===== src/design/izhikevich_neuron_step_top_assert.svh =====
// ---------------------------------------------------------------------------
// izhikevich neuron step assertion macros
// concurrent assertion shorthands used by the top design file
// ---------------------------------------------------------------------------
`ifndef IZHIKEVICH_NEURON_STEP_TOP_ASSERT_SVH
`define IZHIKEVICH_NEURON_STEP_TOP_ASSERT_SVH

// same-cycle implication, disabled during reset
`define IZN_ASSERT_IMPL(lbl, clk, rst, ante, cons, msg) \
   lbl: assert property (@(posedge clk) disable iff (rst) (ante) |-> (cons)) \
      else $error(msg);

// next-cycle implication, disabled during reset
`define IZN_ASSERT_NEXT(lbl, clk, rst, ante, cons, msg) \
   lbl: assert property (@(posedge clk) disable iff (rst) (ante) |=> (cons)) \
      else $error(msg);

`endif


===== src/design/izn_pkg.sv =====
// ---------------------------------------------------------------------------
// izhikevich neuron step package
// fixed point constants, value types, codes and the saturation function
// ---------------------------------------------------------------------------
package izn_pkg;

   // fixed point format
   localparam int FRAC_BITS = 16;
   localparam int FIELD_W   = 25;
   localparam int SUM_W     = 32;

   // shared multiplier geometry
   localparam int MUL_W   = 30;
   localparam int PROD_W  = 2 * MUL_W;
   localparam int SHIFT_W = PROD_W - FRAC_BITS;

   typedef logic signed [FIELD_W-1:0] neuron_value_type;
   typedef logic signed [SUM_W-1:0]   wide_sum_type;
   typedef logic signed [MUL_W-1:0]   mul_op_type;
   typedef logic signed [PROD_W-1:0]  mul_prod_type;

   // model constants
   localparam wide_sum_type SAT_LIM = wide_sum_type'(200 << FRAC_BITS);
   localparam wide_sum_type C140    = wide_sum_type'(140 << FRAC_BITS);
   localparam mul_op_type   K004    = mul_op_type'(((4 << FRAC_BITS) + 50) / 100);

   // register reset values
   localparam logic [16:0]        A_RESET  = 17'(((2 << FRAC_BITS) + 50) / 100);
   localparam logic [16:0]        B_RESET  = 17'(((20 << FRAC_BITS) + 50) / 100);
   localparam logic signed [23:0] C_RESET  = 24'(-(65 << FRAC_BITS));
   localparam logic [20:0]        D_RESET  = 21'(8 << FRAC_BITS);
   localparam logic [21:0]        TH_RESET = 22'(20 << FRAC_BITS);

   // neuron state reset values
   localparam neuron_value_type V_RESET = neuron_value_type'(-(65 << FRAC_BITS));
   localparam neuron_value_type U_RESET = neuron_value_type'(-(13 << FRAC_BITS));

   // item modes
   localparam logic [1:0] MODE_INTEGRATE = 2'd0;
   localparam logic [1:0] MODE_FIRE      = 2'd1;
   localparam logic [1:0] MODE_SET       = 2'd2;
   localparam logic [1:0] MODE_ADD       = 2'd3;

   // configuration register indexes
   localparam logic [2:0] CSR_PARAM_A         = 3'd0;
   localparam logic [2:0] CSR_PARAM_B         = 3'd1;
   localparam logic [2:0] CSR_PARAM_C         = 3'd2;
   localparam logic [2:0] CSR_PARAM_D         = 3'd3;
   localparam logic [2:0] CSR_SPIKE_THRESHOLD = 3'd4;

   // clamp a wide sum to +-200
   function automatic neuron_value_type sat_value(input wide_sum_type x);
      neuron_value_type r;
      if (x > SAT_LIM) begin
         r = neuron_value_type'(SAT_LIM);
      end else if (x < -SAT_LIM) begin
         r = neuron_value_type'(-SAT_LIM);
      end else begin
         r = neuron_value_type'(x);
      end
      return r;
   endfunction

endpackage


===== src/design/izhikevich_neuron_step_top.sv =====
// ---------------------------------------------------------------------------
// izhikevich neuron step
// one izhikevich neuron in fixed point, sequenced over a shared multiplier
// ---------------------------------------------------------------------------
// integrate items run nine products in turn on the one shared 30x30
// multiplier before the result is registered; firing and current items
// go straight to the result register. A new item is taken only when idle,
// so not before the previous result has been loaded into the result register
// reset: synchronous, active high; parameters return to their defaults and
// the neuron to v = -65, u = -13, current 0, no spike
module izhikevich_neuron_step_top (
   input  logic        clock,
   input  logic        reset,
   // input item channel
   input  logic        req_tvalid,
   output logic        req_tready,
   input  logic [47:0] req_tdata,   // step_ms[18:0], current_value[42:19], zero fill
   input  logic [1:0]  req_tuser,   // mode[1:0]
   // result channel
   output logic        rsp_tvalid,
   input  logic        rsp_tready,
   output logic [79:0] rsp_tdata,   // out_voltage[24:0], out_recovery[49:25],
                                    // out_current[74:50], fired[75], zero fill
   // configuration write channel
   input  logic        csr_valid,
   output logic        csr_ready,
   input  logic [2:0]  csr_index,
   input  logic [23:0] csr_data
);
   import izn_pkg::*;

`include "izhikevich_neuron_step_top_assert.svh"

   // sequencer states
   localparam logic [3:0] ST_IDLE   = 4'd0;
   localparam logic [3:0] ST_MUL_KV = 4'd1;
   localparam logic [3:0] ST_MUL_SQ = 4'd2;
   localparam logic [3:0] ST_DERIV  = 4'd3;
   localparam logic [3:0] ST_MUL_H  = 4'd4;
   localparam logic [3:0] ST_UPD_V  = 4'd5;
   localparam logic [3:0] ST_MUL_BV = 4'd6;
   localparam logic [3:0] ST_MUL_DA = 4'd7;
   localparam logic [3:0] ST_MUL_RU = 4'd8;
   localparam logic [3:0] ST_UPD_U  = 4'd9;
   localparam logic [3:0] ST_DONE   = 4'd10;

   // configuration registers
   logic [16:0]        a_ff, a_in;
   logic [16:0]        b_ff, b_in;
   logic signed [23:0] c_ff, c_in;
   logic [20:0]        d_ff, d_in;
   logic [21:0]        th_ff, th_in;

   // neuron state
   neuron_value_type   v_ff, v_in;
   neuron_value_type   u_ff, u_in;
   neuron_value_type   i_ff, i_in;
   logic               spike_ff, spike_in;

   // sequencer and working registers
   logic [3:0]         state_ff, state_in;
   logic               second_ff, second_in;
   logic [18:0]        dt_ff, dt_in;
   mul_op_type         deriv_ff, deriv_in;
   mul_op_type         diff_ff, diff_in;

   // result register
   logic               rsp_valid_ff, rsp_valid_in;
   logic [79:0]        rsp_data_ff, rsp_data_in;

   // shared multiplier
   logic               mul_en;
   mul_op_type         op_a;
   mul_op_type         op_b;
   mul_prod_type       prod;
   logic signed [SHIFT_W-1:0] prod_sh;

   // unpacked input fields
   logic [1:0]         in_mode;
   logic [18:0]        in_step;
   logic signed [23:0] in_cv;
   logic               req_accept;
   logic               rsp_load;

   wide_sum_type       v32;
   wide_sum_type       u32;
   wide_sum_type       i32;
   wide_sum_type       prod_sum;

   assign in_mode    = req_tuser;
   assign in_step    = req_tdata[18:0];
   assign in_cv      = $signed(req_tdata[42:19]);
   assign req_tready = (state_ff == ST_IDLE);
   assign req_accept = req_tvalid & req_tready;
   assign csr_ready  = 1'b1;

   assign v32      = wide_sum_type'(v_ff);
   assign u32      = wide_sum_type'(u_ff);
   assign i32      = wide_sum_type'(i_ff);
   assign prod_sh  = SHIFT_W'(prod >>> FRAC_BITS);
   assign prod_sum = wide_sum_type'(prod_sh);

   izn_mul u_mul (
      .clock  (clock),
      .mul_en (mul_en),
      .op_a   (op_a),
      .op_b   (op_b),
      .prod   (prod)
   );

   // operand selection for the shared multiplier
   always_comb begin
      mul_en = 1'b1;
      op_a   = '0;
      op_b   = '0;
      unique case (state_ff)
         ST_MUL_KV: begin
            op_a = K004;
            op_b = mul_op_type'(v_ff);
         end
         ST_MUL_SQ: begin
            op_a = mul_op_type'(prod_sh);
            op_b = mul_op_type'(v_ff);
         end
         ST_MUL_H: begin
            op_a = mul_op_type'($signed({1'b0, dt_ff[18:1]}));
            op_b = deriv_ff;
         end
         ST_MUL_BV: begin
            op_a = mul_op_type'($signed({1'b0, b_ff}));
            op_b = mul_op_type'(v_ff);
         end
         ST_MUL_DA: begin
            op_a = mul_op_type'($signed({1'b0, dt_ff}));
            op_b = mul_op_type'($signed({1'b0, a_ff}));
         end
         ST_MUL_RU: begin
            op_a = mul_op_type'(prod_sh);
            op_b = diff_ff;
         end
         default: begin
            mul_en = 1'b0;
         end
      endcase
   end

   // configuration writes
   always_comb begin
      a_in  = a_ff;
      b_in  = b_ff;
      c_in  = c_ff;
      d_in  = d_ff;
      th_in = th_ff;
      if (csr_valid & csr_ready) begin
         unique case (csr_index)
            CSR_PARAM_A:         a_in  = csr_data[16:0];
            CSR_PARAM_B:         b_in  = csr_data[16:0];
            CSR_PARAM_C:         c_in  = $signed(csr_data);
            CSR_PARAM_D:         d_in  = csr_data[20:0];
            CSR_SPIKE_THRESHOLD: th_in = csr_data[21:0];
            default: ;
         endcase
      end
   end

   // sequencer and neuron state update
   always_comb begin
      state_in  = state_ff;
      second_in = second_ff;
      dt_in     = dt_ff;
      deriv_in  = deriv_ff;
      diff_in   = diff_ff;
      v_in      = v_ff;
      u_in      = u_ff;
      i_in      = i_ff;
      spike_in  = spike_ff;
      rsp_load  = 1'b0;
      unique case (state_ff)
         ST_IDLE: begin
            if (req_accept) begin
               dt_in     = in_step;
               second_in = 1'b0;
               state_in  = ST_DONE;
               case (in_mode)
                  MODE_INTEGRATE: begin
                     state_in = ST_MUL_KV;
                  end
                  MODE_FIRE: begin
                     if (v32 > $signed({10'b0, th_ff})) begin
                        spike_in = 1'b1;
                        v_in     = sat_value(wide_sum_type'(c_ff));
                        u_in     = sat_value(u32 + $signed({11'b0, d_ff}));
                     end else begin
                        spike_in = 1'b0;
                     end
                  end
                  MODE_SET: begin
                     i_in = sat_value(wide_sum_type'(in_cv));
                  end
                  default: begin
                     i_in = sat_value(i32 + wide_sum_type'(in_cv));
                  end
               endcase
            end
         end
         ST_MUL_KV: state_in = ST_MUL_SQ;
         ST_MUL_SQ: state_in = ST_DERIV;
         ST_DERIV: begin
            // 0.04 v^2 + 5 v + 140 - u + I
            deriv_in = mul_op_type'(prod_sum + (v32 <<< 2) + v32 + C140 - u32 + i32);
            state_in = ST_MUL_H;
         end
         ST_MUL_H: state_in = ST_UPD_V;
         ST_UPD_V: begin
            v_in = sat_value(v32 + prod_sum);
            if (second_ff) begin
               second_in = 1'b0;
               state_in  = ST_MUL_BV;
            end else begin
               second_in = 1'b1;
               state_in  = ST_MUL_KV;
            end
         end
         ST_MUL_BV: state_in = ST_MUL_DA;
         ST_MUL_DA: begin
            // b v - u, from the product of the previous cycle
            diff_in  = mul_op_type'(prod_sum - u32);
            state_in = ST_MUL_RU;
         end
         ST_MUL_RU: state_in = ST_UPD_U;
         ST_UPD_U: begin
            u_in     = sat_value(u32 + prod_sum);
            state_in = ST_DONE;
         end
         ST_DONE: begin
            if (!rsp_valid_ff || rsp_tready) begin
               rsp_load = 1'b1;
               state_in = ST_IDLE;
            end
         end
         default: begin
            state_in = ST_IDLE;
         end
      endcase
   end

   // result register next value
   always_comb begin
      rsp_data_in  = rsp_data_ff;
      rsp_valid_in = rsp_valid_ff;
      if (rsp_load) begin
         rsp_data_in  = {4'b0, spike_ff, i_ff, u_ff, v_ff};
         rsp_valid_in = 1'b1;
      end else if (rsp_tready) begin
         rsp_valid_in = 1'b0;
      end
   end

   // control and state registers
   always_ff @(posedge clock) begin
      if (reset) begin
         a_ff         <= A_RESET;
         b_ff         <= B_RESET;
         c_ff         <= C_RESET;
         d_ff         <= D_RESET;
         th_ff        <= TH_RESET;
         v_ff         <= V_RESET;
         u_ff         <= U_RESET;
         i_ff         <= '0;
         spike_ff     <= 1'b0;
         state_ff     <= ST_IDLE;
         second_ff    <= 1'b0;
         rsp_valid_ff <= 1'b0;
      end else begin
         a_ff         <= a_in;
         b_ff         <= b_in;
         c_ff         <= c_in;
         d_ff         <= d_in;
         th_ff        <= th_in;
         v_ff         <= v_in;
         u_ff         <= u_in;
         i_ff         <= i_in;
         spike_ff     <= spike_in;
         state_ff     <= state_in;
         second_ff    <= second_in;
         rsp_valid_ff <= rsp_valid_in;
      end
   end

   // payload registers
   always_ff @(posedge clock) begin
      dt_ff       <= dt_in;
      deriv_ff    <= deriv_in;
      diff_ff     <= diff_in;
      rsp_data_ff <= rsp_data_in;
   end

   assign rsp_tvalid = rsp_valid_ff;
   assign rsp_tdata  = rsp_data_ff;

   // assertions
   `IZN_ASSERT_NEXT(a_integrate_start, clock, reset,
      req_accept && (in_mode == MODE_INTEGRATE), state_ff == ST_MUL_KV,
      "integrate transaction did not start the multiply sequence")
   `IZN_ASSERT_IMPL(a_voltage_bound, clock, reset,
      1'b1, (v32 <= SAT_LIM) && (v32 >= -SAT_LIM),
      "membrane voltage outside the saturation range")
   `IZN_ASSERT_IMPL(a_spike_change, clock, reset,
      !$stable(spike_ff), $past(req_accept && (in_mode == MODE_FIRE)),
      "spike flag changed without a firing transaction")
   `IZN_ASSERT_IMPL(a_result_source, clock, reset,
      $rose(rsp_valid_ff), $past(state_ff == ST_DONE),
      "result raised outside the completion state")

endmodule


===== src/design/izn_mul.sv =====
// ---------------------------------------------------------------------------
// izhikevich neuron shared multiplier
// signed multiply with the full product held in a register
// ---------------------------------------------------------------------------
module izn_mul (
   input  logic               clock,
   input  logic               mul_en,
   input  izn_pkg::mul_op_type   op_a,
   input  izn_pkg::mul_op_type   op_b,
   output izn_pkg::mul_prod_type prod
);
   import izn_pkg::*;

   mul_prod_type prod_ff;
   mul_prod_type prod_in;

   // product, extended to full width before multiplying
   assign prod_in = mul_prod_type'(op_a) * mul_prod_type'(op_b);

   // product register, loaded only when the sequencer asks
   always_ff @(posedge clock) begin
      if (mul_en) begin
         prod_ff <= prod_in;
      end
   end

   assign prod = prod_ff;

endmodule

===== config.mk =====
export PLATFORM = sky130hd
export DESIGN_NAME = izhikevich_neuron_step_top
export DESIGN_NICKNAME = d
export VERILOG_FILES = /design/src/design/izn_pkg.sv /design/src/design/izhikevich_neuron_step_top.sv /design/src/design/izn_mul.sv
export VERILOG_INCLUDE_DIRS = /design/src /design/src/design
export SDC_FILE = /design/constraint.sdc
export NUM_CORES = 2
export LEC_CHECK = 0
export CAP_MARGIN = 20
export CORE_AREA = 2 2 367 369
export CTS_BUF_LIST = sky130_fd_sc_hd__clkbuf_2
export DETAILED_ROUTE_END_ITERATION = 7
export DIE_AREA = 0 0 369 371
export DONT_BUFFER_PORTS = 1
export HOLD_SLACK_MARGIN = 0.03
export MAX_ROUTING_LAYER = met4
export SLEW_MARGIN = 40
export SYNTH_ARGS = -nofsm -noshare
export SYNTH_HDL_FRONTEND = slang
export SYNTH_SLANG_ARGS = --single-unit

===== constraint.sdc =====
create_clock -name clock -period 13.06 [get_ports clock]
set_input_delay 1.306 -clock clock [delete_from_list [all_inputs] [get_ports clock]]
set_output_delay 1.306 -clock clock [all_outputs]
set_load 0.02 [all_outputs]

==> Yosys cells after proc, flatten, opt, wreduce, memory -nomap -nowiden <==
Cells that the tools add are included.
Widths: inputs -> output; s select.
{ "op_classes": {"order_cmp": 13, "mul": 1, "n_reduce_logical": 24, "bitwise": 2, "muxes": 37, "n_eq_ne": 20, "add_sub_neg": 10} }
{ "ops": {"columns": ["op", "n"], "rows": [
  ["$mux 25", 18],
  ["$pmux 25 s2", 3],
  ["$pmux 30 s5", 1],
  ["$pmux 30 s4", 1],
  ["$add 25x32->32", 2],
  ["$gt 32x25->1 const B", 2],
  ["$lt 32x25->1 const B", 2],
  ["$add 30x25->30", 2],
  ["$sub 30x25->30", 2],
  ["$gt 26x25->1 const B", 2],
  ["$lt 26x25->1 const B", 2],
  ["$gt 24x25->1 const B", 2],
  ["$lt 24x25->1 const B", 2],
  ["$mul 30x30->48", 1],
  ["$pmux 4 s11", 1],
  ["$add 30x25->30 const B", 1],
  ["$add 30x27->30", 1],
  ["$add 25x22->26", 1],
  ["$add 25x24->26", 1],
  ["$gt 25x23->1", 1],
  ["$eq 4x3->1 const B", 4],
  ["$reduce_and 2->1", 8],
  ["$eq 4x4->1 const B", 3],
  ["$mux 4", 3],
  ["25 further kinds", 41]
]} }
{ "word_totals": {"regBits": 386, "word_cells": 124, "output_inout_bits": 83, "input_bits": 82} }

==> Longest topological paths before layout <==
{ "logic_depth": {"depth_word": 8, "depth_mapped": 36, "depth_no_buf": 32} }

==> By module <==
Synthesis repeated with hierarchy kept, for this count alone.
{ "hier_totals": {"hier_cells": 6664, "area_unflattened_um2": 60461.7} }
{ "modules_own_cells": {"columns": ["module", "cells_per_inst", "area_each_um2", "seq_area_each_um2", "instances"], "rows": [
  ["izn_mul", 3620, 34295.4, 1801.7, 1],
  ["izhikevich_neuron_step_top", 3044, 26166.3, 8318.0, 1]
]} }

==> Worst setup path before layout <==
No wires, ideal clock.
{ "synth_path": {"path_kind": "reg-to-reg", "start": "reg state_ff[1]", "end": "reg u_mul.prod_ff[41] (netlist: u_mul.prod[41]), data pin", "arrival_ns": 9.514, "synth_period_minus_slack_ns": 9.779, "path_stages_with_launch": 35, "setup_time_ns": 0.266, "slack_ns": 3.281, "required_ns": 12.794, "n_path_buf": 5, "cell_sequence": "dfxtp_1 -> clkbuf_1 -> clkbuf_1 -> and4b_1 -> clkbuf_1 -> clkbuf_1 -> a222oi_1 -> nand2_1 -> clkbuf_1 -> nand2_1 -> fa_1 -> fa_1 -> inv_1 -> fa_1 -> inv_1 -> fa_1 -> inv_1 -> fa_1 -> fa_1 -> fa_1 -> inv_1 -> fa_1 -> inv_1 -> ha_1 -> nand2_1 -> nor4_1 -> and4_1 -> o2bb2ai_1 -> a21oi_1 -> a21oi_1 -> a31oi_1 -> o21ai_0 -> nand4_1 -> a21boi_0 -> xor2_1"} }
{ "synth_between": {"elab_chain_cells": 4, "elab_cells_between_ends": 11, "classes_between": "mul: 1; eq/ne: 6; mux: 2; reduce/logical: 2"} }
{ "synth_lines": {"columns": ["item", "line_no", "source"], "rows": [
  ["from (decl)", "izhikevich_neuron_step_top.sv:61", "logic [3:0] state_ff, state_in;"],
  ["from (signal assigned)", "izhikevich_neuron_step_top.sv:284", "state_ff <= state_in;"],
  ["$eq 4x3->1, or another cell as far along", "izhikevich_neuron_step_top.sv:116", "unique case (state_ff)"],
  ["$reduce_or 3->1 (no source line) or $reduce_or 2->1 (tied branches)", null, null],
  ["$pmux 30 s4 or $pmux 30 s5 (tied branches)", "izhikevich_neuron_step_top.sv:116", null],
  ["$mul 30x30->48 *", "izn_mul.sv:18", "assign prod_in = mul_prod_type'(op_a) * mul_prod_type'(op_b);"],
  ["named net u_mul.prod_in[41]", "izn_mul.sv:15", "mul_prod_type prod_in;"],
  ["to (signal assigned)", "izn_mul.sv:23", "prod_ff <= prod_in;"],
  ["to (decl)", "izn_mul.sv:14", "mul_prod_type prod_ff;"]
]} }
Mark *: on every way through the listed nets, which the timed path passes. The rest lies on a longest branch.
A chain may end at the register's enable or synchronous reset.

==> Final worst setup path <==
Ends and elaborated chain as after synthesis.

==> out/qor.yml <==
status: "finished clean"
setup_violations: 0
vias: 43210
synthArstFlopShare: 0
worstSetupEndpointType: "flip-flop"
cts_num_sinks: 370
cts_made_buffers: 104
grt_start_max_net_pins: 100
cts_resized: 0
clock_latency_ns: 1.48
hold_start: "csr_data[11]"
gp_congestion: 0.9853
slowest_stage: "a222oi_1"
rsz0062_at_grt: "false"
slew_headroom: 0.3963
final-hold-violation-count: 0
die-area_sq_um: 136900
gr-total-overflow: 0
drt-wirelength-per-cell_microns: 23.23
yosys.area_share.adder: 0.4203
synthSimpleGateAreaFrac: 0.1531
crit_top_cell: "fa_1"
areaGrowthSynthToFinish_pct: 7.293
hold_class: "in2reg"
fmaxAchievable_mhz: 91.99
num_io_pins: 165
regToRegStartpoint: "state_ff[1]"
synth.avg_cell_area_sq_um: 8.858
cp_top_family: "adder cells"
htree_levels: 3
cts_tree: "built"
drt_iter0_markers: 3758
antenna_found_initial: 16
clockRootBuffer: "clkbuf_2"
grt_pass1_vias: 43830
seq_area_sq_um: 9279
slew_viol_final: 0
drt_wl_total_microns: 182300
die_h_microns: 371
ys_types: 94
path_depth: 35
path_max_fanout: 36
dr.pass1.iters: 6
layout-drive-gt1-share: 0.06086
worstPathRequired_ns: 14.23
fin_crit_ns: 10.87
fillers: 13190
worstSetupPathType: "reg2reg"
r2r_cells: 35
synth_compound_gate_area_share: 0.1182
die_w_microns: 369
grtUsageTotal: 0.2766
synthMuxAreaShare: 0.005337
ant_nets: 0
synth_top_family_by_area: "adder cells"
synth_edf_count: 187
core.rowCount: 134
worst_slew_pin_slew_ns: 0.9055
yosys_warnings: 0
finalNetCount: 7309
critical-path-max-stage-delay_ns: 0.85
path_clk_slew_ns: 0.10
synth_ff_type: "edfxtp_1"
cp-start-kind: "flip-flop"
core_region_area_sq_um: 132800
multi_input_area_sq_um: 38860
crit_start: "state_ff[1]"
netlist_instances: 5981
hold_path_depth: 2
mappedNetlistArea_sq_um: 52980
ys_ff_latch: 370
tns_ns: 0
drc: 0
drv_cap: 0
critical_path_buf_inv_count: 9
regToRegSetupSlack_ns: 2.19
crit_path_end: "u_mul.prod[41]"
synth_xor_area_frac: 0.03240
holdWs_ns: 0.1181
hpwl_microns: 143300
clockBufferDepth: 3
vias_per_cell: 5.506
timing.final.crit_share: 0.8324
worstPathArrival_ns: 12.04
ys_seq_area_frac: 0.1751
portBuffers: 0
timing.rr.end: "u_mul.prod[41]"
skew_ns: 0.2292
grt_pass1_wl_microns: 274800
start_util: 0.3990
## flip-flops by register name, summed over array words and instances, names as in the netlist, 24 cells and up
signal and count:
c_ff 24, deriv_ff 30, diff_ff 30, i_ff 25, rsp_tdata 76, u_ff 25, u_mul.prod 32, v_ff 25
## logic make-up after synthesis
group / after synthesis
buffers and inverters: 1335
XOR/XNOR: 196
adder cells (fa/ha/maj): 1254
multiplexers: 28
AO/OA/AOI/OAI: 922
AND/OR/NAND/NOR: 1874
flip-flops: 370
other: 2
## stage by stage
stage	std cells	setup slack [ns]	util	instance area [sq um]
after CTS	7831	2.353	0.4277	56800
after global placement	7576	2.321	0.4141	54980
final	7847	2.189	0.4281	56840
after detailed placement	7581	2.238	0.4150	55110
after floorplan	5984	3.281	-	52990
after global routing	7845	1.779	0.4280	56840
## cell usage after synthesis (82+ instances only)
master    instances  area, sq um
a21oi_1         277         1386
xnor2_1         144         1261
edfxtp_1        187         5615
inv_1          1064         3994
nor3_1           83        415.4
dfxtp_1         183         3664
o21ai_0         141        705.7
nand2_1         828         3108
clkbuf_1        239        897.1
nand3_1          82        410.4
nor2_1          590         2215
fa_1            877        17560
ha_1            375         4692
## worst reg2reg max path: cells and delay by family (launching register included)
family / cells / cell delay (ns)
AO/OA/AOI/OAI: 7 / 2.29
XOR/XNOR: 1 / 0.09
adder cells (fa/ha/maj): 9 / 4.49
buffers and inverters: 9 / 1.33
flip-flops: 1 / 0.31
AND/OR/NAND/NOR: 9 / 2.28
## final cells by class
class                           count  area share
Clock inverter                     38    0.005767
Timing Repair Buffer              154     0.02357
Clock buffer                      156     0.01374
Antenna cell                       16   0.0007044
Inverter                         1066     0.07039
Sequential cell                   370      0.1632
Tap cell                         1768     0.03892
Multi-Input combinational cell   4279      0.6837
## cells in the final DEF (no fill, tap or decap), types with 34 or more instances in the layout
| master | instances |
|---|---|
| a21oi_1 | 276 |
| and2_1 | 35 |
| a31oi_1 | 35 |
| xnor2_1 | 144 |
| and3_1 | 40 |
| nor3_1 | 80 |
| clkbuf_2 | 156 |
| xor2_1 | 52 |
| nor2b_1 | 34 |
| buf_4 | 95 |
| nand2_1 | 821 |
| nand3_1 | 80 |
| fa_1 | 877 |
| o21ai_0 | 141 |
| nor2_1 | 588 |
| a21o_1 | 70 |
| dfxtp_1 | 183 |
| inv_1 | 1063 |
| edfxtp_1 | 187 |
| ha_1 | 375 |
| dlygate4sd3_1 | 54 |
## worst min path at each step
stage / slack, ns / endpoint
final: 0.12 / b_ff[11]
after CTS: 0.03 / b_ff[11]
after global placement: 0.43 / rsp_tdata[75]
after global routing: 0.006 / state_ff[3]
after floorplan: 0.41 / rsp_tdata[75]
after detailed placement: 0.42 / rsp_tdata[75]
## routing by layer
| layer | vias up | global-route usage | routed length, microns |
|---|---|---|---|
| li1 | 19250 | - | - |
| met1 | 21770 | 0.3594 | 75800 |
| met2 | 1845 | 0.4312 | 82880 |
| met3 | 338 | 0.05341 | 16350 |
| met4 | 0 | 0.09733 | 7224 |
| met5 | - | - | 0 |
## timing repair
action,CTS,global route
hold buffers,56,0
hold endpoints to repair,138,0
buffers inserted,0,0
Power is not shown: default switching activity piles up to over one toggle a cycle in this logic, so the estimate is an artifact.
